**config.mk**
```make
export PLATFORM = sky130hd
export DESIGN_NAME = bvmc_ram
export DESIGN_NICKNAME = d
export VERILOG_FILES = /design/src/rtl/bvmc_ram.sv
export SDC_FILE = /design/constraint.sdc
export NUM_CORES = 2
export LEC_CHECK = 0
export ABC_AREA = 1
export BUFFER_PORTS_ARGS = -buffer_cell sky130_fd_sc_hd__buf_2
export CORE_MARGIN = 8
export CORE_UTILIZATION = 55
export DETAILED_ROUTE_END_ITERATION = 8
export PLACE_DENSITY = 0.68
export SYNTH_ARGS = -nofsm -noshare
export SYNTH_HDL_FRONTEND = slang
export SYNTH_SLANG_ARGS = --single-unit
```
**constraint.sdc**
```tcl
create_clock -name i_clk -period 3.5 [get_ports i_clk]
set_clock_uncertainty 0.05 [all_clocks]
set_input_delay 0.7 -clock i_clk [delete_from_list [all_inputs] [get_ports i_clk]]
set_output_delay 0.7 -clock i_clk [all_outputs]
set_load 0.01 [all_outputs]
```
**src/rtl/bvmc_ram.sv**
```systemverilog
module bvmc_ram #(
    parameter int DEPTH = 256
) (
    input  logic                     i_clk,
    input  logic                     i_we,
    input  logic [$clog2(DEPTH)-1:0] i_waddr,
    input  logic [7:0]               i_wdata,
    input  logic [$clog2(DEPTH)-1:0] i_raddr,
    output logic [7:0]               o_rdata
);

    logic [7:0] r_mem [DEPTH];
    logic [7:0] r_rdata;

    always_ff @(posedge i_clk) begin
        if (i_we) begin
            r_mem[i_waddr] <= i_wdata;
        end
    end

    // read-before-write on a same-address collision
    always_ff @(posedge i_clk) begin
        r_rdata <= r_mem[i_raddr];
    end

    assign o_rdata = r_rdata;

endmodule

```
# == After elaboration in Yosys (flattened, before gate mapping) ==
# Memories as Yosys holds them, arrays and structs flattened. A register that Yosys moved wholly into a read port is not among the register bits.
# Index checks and enable logic that the tools add are counted.
# totals
ff_bits,0
ram_bits,2048
in_bits,26
output_inout_bits,8
word_cells,3
memories,1
# classes
mux,2
# memory_table
name,depth,width,read_ports,rd_ports_with_merged_regs,wr,line_no,rtl
r_mem,256,8,1,1,1,12,logic [7:0] r_mem [DEPTH];
# op_table
operator,n
1-bit two-way mux,2

# == Logic depth before layout (Yosys ltp) ==
# depth
ltp_word,2
depth_mapped,15
ltp_nobuf,11

# == Least setup slack after synthesis ==
# No wires, ideal clock.
# synth_path
kind,input to register
startpoint,in i_we
endpoint,mem r_mem[162][0] (enable)
setup_ps,370
arrival_ps,1821
required_ps,3080
path_slack_ps,1259
cell_stages,4
n_path_buf,2
cell_sequence,clkbuf_1 -> nand3_1 -> clkbuf_1 -> nor2_1
# synth_via
elab_chain_len,2
# synth_lines
item,line_no,rtl
"start, declared",5,"input logic i_we,"
1-bit two-way mux,16,if (i_we) begin
1-bit two-way mux (implied by the code),17,r_mem[i_waddr] <= i_wdata;
"end, declared",12,
# Every way passes these cells.

==> results.toml <==
[timing]
maxSlewHeadroom_pct = 32.1
setup_viol = 0
post-route-min-period_ns = 2.50
fmax_mhz = 399
drv_slew = 0
rsz0062_at_grt = "false"
tightest_slew_ns = 1.02
timing_hold_violations_final = 0
finalSetupTns_ns = 0
fin_crit_sh_pct = 71.5

[synth]
seq_area_frac_synth_pct = 73.9
syn_area_um2 = 83400
postSynthNetCount = 7029
synth_cells = 7003
synthTopCellsByArea = "edfxtp_1 74%, nand3_1 12%, nand2_1 9.6%"
yosysTopAreaCell = "edfxtp_1"
yosys_warnings = 0
synth.avg_cell_area_um2 = 11.9
synth_cell_types = 14
synth-seq-cells = 2056
synth_top_area_share_pct = 73.7

[grt]
grt_start_max_net_pins = 136
grt_pass1_wl_um = 336000
grt_pass1_vias = 52645
antenna_found_initial = 7
grt_usage_pct = 27.2
grt-ovfl-total = 0

[placed_design]
port_buffers = 33
dp_hpwl_um = 133000
routabilityCongestion = 0.879
dp.cells = 8904

[floorplan]
die_area_um2 = 164000
core_area_um2 = 151000
initial_core_util_pct = 55.2
die-height_um = 405
io_pins = 34
fp.dieW_um = 405
fp-row-count = 143

[min_path]
worstHoldPathType = "in2reg"
worstHoldStart = "i_wdata[4]"

[finish]
synthToLayoutAreaGrowth_pct = 11.8
n_fill_cell = 11486
ff_latch_area_um2 = 61700
fin_nets = 7101
layout-drive-gt1-share_pct = 8.54
multi_input_area_um2 = 19100
layoutNonFillerInstCount = 9274

[job]
cap_viol_max_count = 0

[clocking]
clkSinkCount = 2056
post_cts_buffers = 0
numCtsBuffers = 199
clock_latency_ns = 0.84
cts_tree = "done"
clk_pin_slew_worst_paths_ns = 0.06
root_buffer = "clkbuf_16"
ctsHtreeMaxLevel = 4
cts.path.max_buffers = 3
ctsResizeCount = 0
cts_hold_buf = 0

[routing]
vias = 55855
drc_errors = 0
wl_per_cell_um = 24.5
dr.first_iter.drc_count = 7486
drtPass1Iterations = 6
vias_per_cell = 6.02
postRouteAntennaNets = 0
wl_um = 227000

[critical_path]
cp-end-kind = "flop"
critical_path_class = "in2reg"
cp-startpoint = "i_raddr[0]"
reg2reg_from = "r_mem[7][6]"
critPathRequiredTime_ns = 4.22
crit_arrival_ns = 3.22
cp_max_fo = 59
crit_path_start_kind = "primary input"

[power_and_ir_drop]
p_leak_nw = 32.6
pwr_density_cell_nw_per_um2 = 548
peakVddDrop_mv = 0.518

[outcome]
outcome = "finished clean"
layer usage:
layer  part of all wire, %  GRT usage [%]
met1                    40           38.7
met4                   3.6           9.85
met5                 0.023              0
met2                    46           41.5
met3                    11           6.11
flip-flops by register name, summed over array words and instances (netlist names):
name     flops
o_rdata      8
r_mem     2048
path summary, 6_finish.rpt:
check	depth (start not counted)	slack, ns	to
worst max register to register	10	1.45	o_rdata[6]
worst min-delay path	1	0.21	r_mem[13][4]
worst max-delay path	13	1.0	o_rdata[6]
worst min register to register	10	0.95	o_rdata[5]
synth_stat cells, drive strengths merged:
| cell type | count |
|---|---|
| nor2 | 283 |
| inv | 39 |
| nand3 | 2019 |
| clkbuf | 112 |
| buf | 371 |
| dfxtp | 8 |
| edfxtp | 2048 |
| nand2 | 2123 |
logic make-up (layout without fill, tap and decap cells):
family        Yosys count  in the layout  share of synthesized area (%)
simple gates         4425           4425                           22.9
flops                2056           2056                           73.9
buf+inv               522            759                           3.12
other cells             0              4                              0
cell usage in the layout, fill, tap and decap left out:
| master | synthesis | layout |
|---|---|---|
| nand2_1 | 2123 | 2123 |
| edfxtp_1 | 2048 | 2048 |
| nand3_1 | 2019 | 2019 |
| nor2_1 | 283 | 283 |
| buf_4 | 46 | 260 |
| clkbuf_16 | 0 | 202 |
| buf_12 | 0 | 62 |
| clkinv_1 | 0 | 57 |
| clkbuf_1 | 112 | 50 |
| inv_1 | 36 | 34 |
| clkinv_2 | 0 | 27 |
| buf_2 | 268 | 21 |
| bufinv_16 | 0 | 13 |
| buf_8 | 1 | 11 |
| inv_6 | 0 | 8 |
| dfxtp_1 | 8 | 8 |
| diode_2 | 0 | 4 |
| inv_16 | 0 | 4 |
| inv_8 | 0 | 2 |
| clkinv_16 | 0 | 2 |
| clkinvlp_4 | 0 | 2 |
| inv_4 | 1 | 1 |
| inv_2 | 2 | 1 |
| clkinv_8 | 0 | 1 |
| clkinv_4 | 0 | 1 |
worst max-delay path: stages:
cell and delay, ns:
buf_8 0.17, inv_16 0.29, buf_4 0.57, nand2_1 0.10, nand3_1 0.09, nand3_1 0.10
nand3_1 0.12, nand3_1 0.24, nand3_1 0.30, nand3_1 0.11, nand2_1 0.10, nand2_1 0.15
nand2_1 0.10
area by class of cell:
cell class / count / share of cell area [%]
clock inverter: 114 / 1.04
inverter: 39 / 0.193
sequential: 2056 / 66.2
timing repair buffer: 354 / 3.72
multi-input combinational: 4425 / 20.5
clock buffer: 252 / 5.62
antenna: 4 / 0.0107
tap: 2030 / 2.73
metrics by stage:
step	setup slack [ns]	hold WS, ns	instance area, um^2	utilization [%]	power [W]
final	0.997	0.213	93200	61.6	0.0510
after global routing	0.923	0.180	93200	61.6	0.0523
after CTS	1.15	0.159	93200	61.6	0.0512
after detailed placement	0.267	0.938	87000	57.5	0.0308
after global placement	0.263	0.955	87000	57.5	0.0308
after floorplan	1.26	0.749	83400	-	0.0294
where the power goes:
group / switching (W) / internal (W) / total, W
registers: 0.0000412 / 0.0271 / 0.0272
clock network: 0.00911 / 0.0116 / 0.0207
logic: 0.00238 / 0.000825 / 0.00321
Power figures use the tool's default switching activity.
