### config.mk
export PLATFORM = sky130hd
export DESIGN_NAME = bvmc_apb_regs
export DESIGN_NICKNAME = d
export VERILOG_FILES = /design/src/rtl/bvmc_pkg.sv /design/src/rtl/bvmc_apb_regs.sv
export SDC_FILE = /design/constraint.sdc
export NUM_CORES = 1
export LEC_CHECK = 0
export ABC_AREA = 1
export BUFFER_PORTS_ARGS = -buffer_cell sky130_fd_sc_hd__buf_2
export CORE_MARGIN = 4
export CORE_UTILIZATION = 27
export CTS_CLUSTER_SIZE = 28
export DETAILED_ROUTE_END_ITERATION = 10
export PLACE_DENSITY = 0.72
export SKIP_CTS_REPAIR_TIMING = 1
export SLEW_MARGIN = 20
export SYNTH_ARGS = -nofsm -noshare
export SYNTH_HDL_FRONTEND = slang
export SYNTH_SLANG_ARGS = --single-unit
### constraint.sdc
create_clock -name i_clk -period 0.8 [get_ports i_clk]
set_clock_uncertainty 0.15 [all_clocks]
set_input_delay 0.04 -clock i_clk [delete_from_list [all_inputs] [get_ports i_clk]]
set_output_delay 0.04 -clock i_clk [all_outputs]
set_load 0.01 [all_outputs]
### src/rtl/bvmc_pkg.sv
package bvmc_pkg;

    // Bus function codes
    typedef enum logic [3:0] {
        FN_DIRECT_RD = 4'd0,
        FN_DIRECT_WR = 4'd1,
        FN_LATCH_RD  = 4'd2,
        FN_LATCH_WR  = 4'd3,
        FN_LATCH_HI  = 4'd4,
        FN_LATCH_LO  = 4'd5,
        FN_PAL_WR    = 4'd6,
        FN_BANK      = 4'd7,
        FN_PIXEL     = 4'd8
    } t_func;

    typedef struct packed {
        logic [7:0] red;
        logic [7:0] green;
        logic [7:0] blue;
    } t_rgb;

    // APB register map
    localparam int          CFG_ADDR_W     = 3;
    localparam logic        REG_WRITE_MASK = 1'b0;
    localparam logic [7:0]  MASK_RESET     = 8'hFF;

    // 2 color bits over 2 shared intensity bits
    function automatic logic [7:0] level(input logic [3:0] idx);
        logic [7:0] v;
        case (idx)
            4'd0:    v = 8'h00;
            4'd1:    v = 8'h12;
            4'd2:    v = 8'h24;
            4'd3:    v = 8'h49;
            4'd4:    v = 8'h12;
            4'd5:    v = 8'h24;
            4'd6:    v = 8'h49;
            4'd7:    v = 8'h92;
            4'd8:    v = 8'h5b;
            4'd9:    v = 8'h6d;
            4'd10:   v = 8'h92;
            4'd11:   v = 8'hdb;
            4'd12:   v = 8'h7f;
            4'd13:   v = 8'h91;
            4'd14:   v = 8'hb6;
            default: v = 8'hff;
        endcase
        return v;
    endfunction

    function automatic t_rgb expand_color(input logic [7:0] v);
        t_rgb c;
        c.red   = level({v[7:6], v[1:0]});
        c.green = level({v[5:4], v[1:0]});
        c.blue  = level({v[3:2], v[1:0]});
        return c;
    endfunction

endpackage

### src/rtl/bvmc_apb_regs.sv
module bvmc_apb_regs
    import bvmc_pkg::*;
(
    input  logic                  i_clk,
    input  logic                  i_rst_n,
    input  logic                  psel,
    input  logic                  penable,
    input  logic                  pwrite,
    input  logic [CFG_ADDR_W-1:0] paddr,
    input  logic [31:0]           pwdata,
    output logic [31:0]           prdata,
    output logic                  pready,
    output logic [7:0]            o_write_mask
);

    logic [7:0] r_write_mask;
    logic       w_sel_mask;

    assign w_sel_mask = (paddr[CFG_ADDR_W-1:2] == REG_WRITE_MASK);

    always_ff @(posedge i_clk) begin
        if (!i_rst_n) begin
            r_write_mask <= MASK_RESET;
        end else if (psel && penable && pwrite && w_sel_mask) begin
            r_write_mask <= pwdata[7:0];
        end
    end

    assign prdata       = w_sel_mask ? {24'd0, r_write_mask} : 32'd0;
    assign pready       = 1'b1;
    assign o_write_mask = r_write_mask;

endmodule

# --- Word level (Yosys, flattened, before mapping) ---
# Cells that the tools add are included.
# W data, S select, Z words.
totals:
  register_bits: 8
  input_bits: 40
  output_inout_bits: 41
  wordCells: 6
classes:
  n_mux: 1
  bitwise_logic: 1
  reduce_logical: 3
op_table:
  columns: ["cell", "n"]
  rows:
  - ["$mux W8", 1]
  - ["$logic_and A1 B1 Y1", 3]
  - ["$not A1 Y1", 1]

# --- Depth between registers and ports, before layout ---
logic_depth:
  ltp_word: 3
  ltp_mapped: 5
  depth_no_buf: 5

# --- Least setup slack after synthesis ---
# Ideal clock, no wire load.
synth_path:
  path_kind: "input to register"
  from: "input paddr[2]"
  to: "register r_write_mask[0] (netlist: o_write_mask[0])"
  setup_ps: 127
  arrival_time_ps: 500
  required_time_ps: 523
  setup_slack_ps: 22
  stages: 5
  path_buffers: 1
  path_cell_list: "buf_6 nor2_8 nand2_4 nand2_1 nand3_1"
synth_between:
  elab_chain_cells: 2
synth_lines:
  columns: ["item", "line", "source"]
  rows:
  - ["start, declared", "bvmc_apb_regs.sv:9", "input logic [CFG_ADDR_W-1:0] paddr,"]
  - ["$not A1 Y1", "bvmc_apb_regs.sv:19", "assign w_sel_mask = (paddr[CFG_ADDR_W-1:2] == REG_WRITE_MASK);"]
  - ["$logic_and A1 B1 Y1", "bvmc_apb_regs.sv:24", "end else if (psel && penable && pwrite && w_sel_mask) begin"]
  - ["end signal, assigned", "bvmc_apb_regs.sv:25", "r_write_mask <= pwdata[7:0];"]
  - ["end, declared", "bvmc_apb_regs.sv:16", "logic [7:0] r_write_mask;"]
# Every way passes these cells.
# A chain may end at the register's enable or synchronous reset.

# --- Final worst setup path ---
layout_path:
  from: "register r_write_mask[4] (netlist: o_write_mask[4])"
  to: "output prdata[4]"
layout_between:
  elab_chain_cells: 1
layout_lines:
  columns: ["item", "line", "source"]
  rows:
  - ["$mux W8", "bvmc_apb_regs.sv:29", "assign prdata = w_sel_mask ? {24'd0, r_write_mask} : 32'd0;"]
  - ["end, declared", "bvmc_apb_regs.sv:11", "output logic [31:0] prdata,"]
# Every way passes these cells.

==> results.sh <==
export IMPL_antenna_found_initial=0
export IMPL_rows=16
export IMPL_avgSynthCellArea_um2=7.11
export IMPL_synth_area_um2=583
export IMPL_die_width_um=54.5
export IMPL_r2r_start="o_write_mask[2]"
export IMPL_synthMuxAreaShare=0
export IMPL_htreeDepth=1
export IMPL_finish_utilization=0.393
export IMPL_root_buffer="clkbuf_4"
export IMPL_grt_util_all_layers=0.0858
export IMPL_hold_ws_ns=-0.119
export IMPL_max_cap_violations=0
export IMPL_startpoint_type="flop"
export IMPL_finalMaxSlewViolations=0
export IMPL_initial_core_util=0.291
export IMPL_synthTopCellsByArea="buf_4 32%, dfxtp_1 27%, nand3_1 14%, inv_1 5.8%, nand2_1 5.8%"
export IMPL_synth_xor_area_frac=0
export IMPL_yosysSeqAreaShare=0.275
export IMPL_numPortBuffers=29
export IMPL_crit_slowest_cell="dfxtp_2"
export IMPL_grt_start_max_net_pins=10
export IMPL_yosys_area_top_type_share=0.322
export IMPL_end_kind="output port"
export IMPL_hp_class="input pin to flop"
export IMPL_first_global_vias=423
export IMPL_status="finished with violations"
export IMPL_synth_compound_area_frac=0
export IMPL_drt_iter0_drc=5
export IMPL_critPathMaxStageDelay_ns=0.34
export IMPL_yosys_warnings=0
export IMPL_min_period_ns=1.04
export IMPL_crit_start="o_write_mask[4]"
export IMPL_worstSkewPairLatency_ns=0.25
export IMPL_setup_viol=18
export IMPL_die_height_um=54.5
export IMPL_syn_inst=82
export IMPL_yosys_area_share_simple=0.300
export IMPL_synth_adder_area_share=0
export IMPL_finalSetupTns_ns=-2.94
export IMPL_cellPowerDensity_nw_per_um2=1290
export IMPL_fin_crit_sh=1.30
export IMPL_cts_buffers=3
export IMPL_cts_tree="built"
export IMPL_vias=535
export IMPL_r2r_slack_ns=-0.02
export IMPL_core_um2=2000
export IMPL_yosys_register_bits=8
export IMPL_leakagePower_nw=0.509
export IMPL_hp_start="pwdata[7]"
export IMPL_cts_path_max_buffers=2
export IMPL_grt_pass1_wl_um=1740
export IMPL_drive_above_1_share=0.466
export IMPL_setup_ws_ns=-0.243
export IMPL_netlist_top_cell_by_area="buf_4"
export IMPL_path_max_fanout=3
export IMPL_ys_types=12
export IMPL_dpl_hpwl_um=1090
export IMPL_dr_pass1_iters=3
export IMPL_clkSinkCount=8
export IMPL_diodes=0
export IMPL_vdd_drop_max_v=0.000647
export IMPL_grt_ovfl_total=0
export IMPL_rsz0062_at_grt="true"
export IMPL_critPathKind="flop to output port"
export IMPL_pre_cts_slack_ns=-0.0844
export IMPL_ant_nets=0
export IMPL_totalWireLength_um=1370
export IMPL_largest_reg_flops=8
export IMPL_finalWeightedCongestion=0.684
export IMPL_required_ns=0.61
export IMPL_max_freq_mhz=958
export IMPL_drcViolationCount=0
export IMPL_path_cells="inv_2, nor2_2, buf_2"
export IMPL_fin_nets=160
export IMPL_dieArea_um2=2970
export IMPL_clk_pin_slew_worst_paths_ns=0.06
export IMPL_ios=81
export IMPL_synth_top_family_by_area="buffers and inverters"
export IMPL_violations="hold timing, setup timing"
export IMPL_cp_arrival_ns=0.85
export IMPL_hold_viol=8
export IMPL_wire_per_inst_um=9.46
export IMPL_area_growth_pct=34.8
export IMPL_finalPower_w=0.00102
export IMPL_viasPerCell=3.69
[synth_stat cells]
cell type	instances
buf_4	25
nand3_1	16
inv_1	9
nand2_1	9
dfxtp_1	8
nor2_1	8
conb_1	2
buf_1	1
buf_6	1
inv_2	1
nand2_4	1
nor2_8	1
[worst max-delay path, delay by kind of cell, from the launching register on]
kind | cells | cell delay [ns]
buffers and inverters | 2 | 0.17
DFF | 1 | 0.34
and+or+nand+nor | 1 | 0.09
[worst paths after layout]
path                            cells after the start               to
worst max-delay path                                3        prdata[4]
worst min-delay path                                3  o_write_mask[7]
worst max register to register                      3  o_write_mask[2]
worst min register to register                      2  o_write_mask[7]
[stage by stage]
stage / std cells / cell area, um2 / hold WS (ns)
4_1_cts: 140 / 691 / -0.126
6_report: 145 / 786 / -0.119
5_1_grt: 145 / 786 / -0.104
2_1_floorplan: 105 / 669 / 0.0472
3_3_place_gp: 137 / 668 / 0.131
3_5_place_dp: 137 / 668 / 0.142
[cell families (layout without fill, tap and decap cells)]
family	after synthesis	count (layout)
AND/OR/NAND/NOR	35	35
other	2	25
buffers and inverters	37	50
flip-flops	8	8
[placed cells by master (no fill, tap or decap), types with 2 or more instances in the layout]
cell and count:
dfxtp_2 8, nand2_1 8, nand3_1 15, clkbuf_4 3, buf_2 23, inv_2 2
buf_4 8, conb_1 25, buf_6 6, nor2_1 7, inv_1 8
[cell type report]
type / count / area, um2
clock buffer: 3 / 22.5
fill: 222 / 1220
inverter: 10 / 37.5
multi-input combinational: 60 / 279
sequential: 8 / 170
tap: 27 / 33.8
timing repair buffer: 37 / 243
[where the power goes]
group	switching [W]	internal (W)	leakage, nW	total [W]
combinational	0.000163	0.000106	0.434	0.000269
clock	0.000147	0.000172	0.0138	0.000319
sequential	0.0000116	0.000416	0.0618	0.000428
total	0.000321	0.000695	0.509	0.00102
[layer usage]
| layer | vias to the layer above | wire, um | global-route usage |
|---|---|---|---|
| li1 | 273 | - | - |
| met1 | 227 | 516 | 0.0897 |
| met2 | 35 | 673 | 0.141 |
| met3 | 0 | 182 | 0.0300 |
| met4 | 0 | 0 | 0.0622 |
| met5 | - | 0 | 0 |
(Power assumes the default switching activity.)
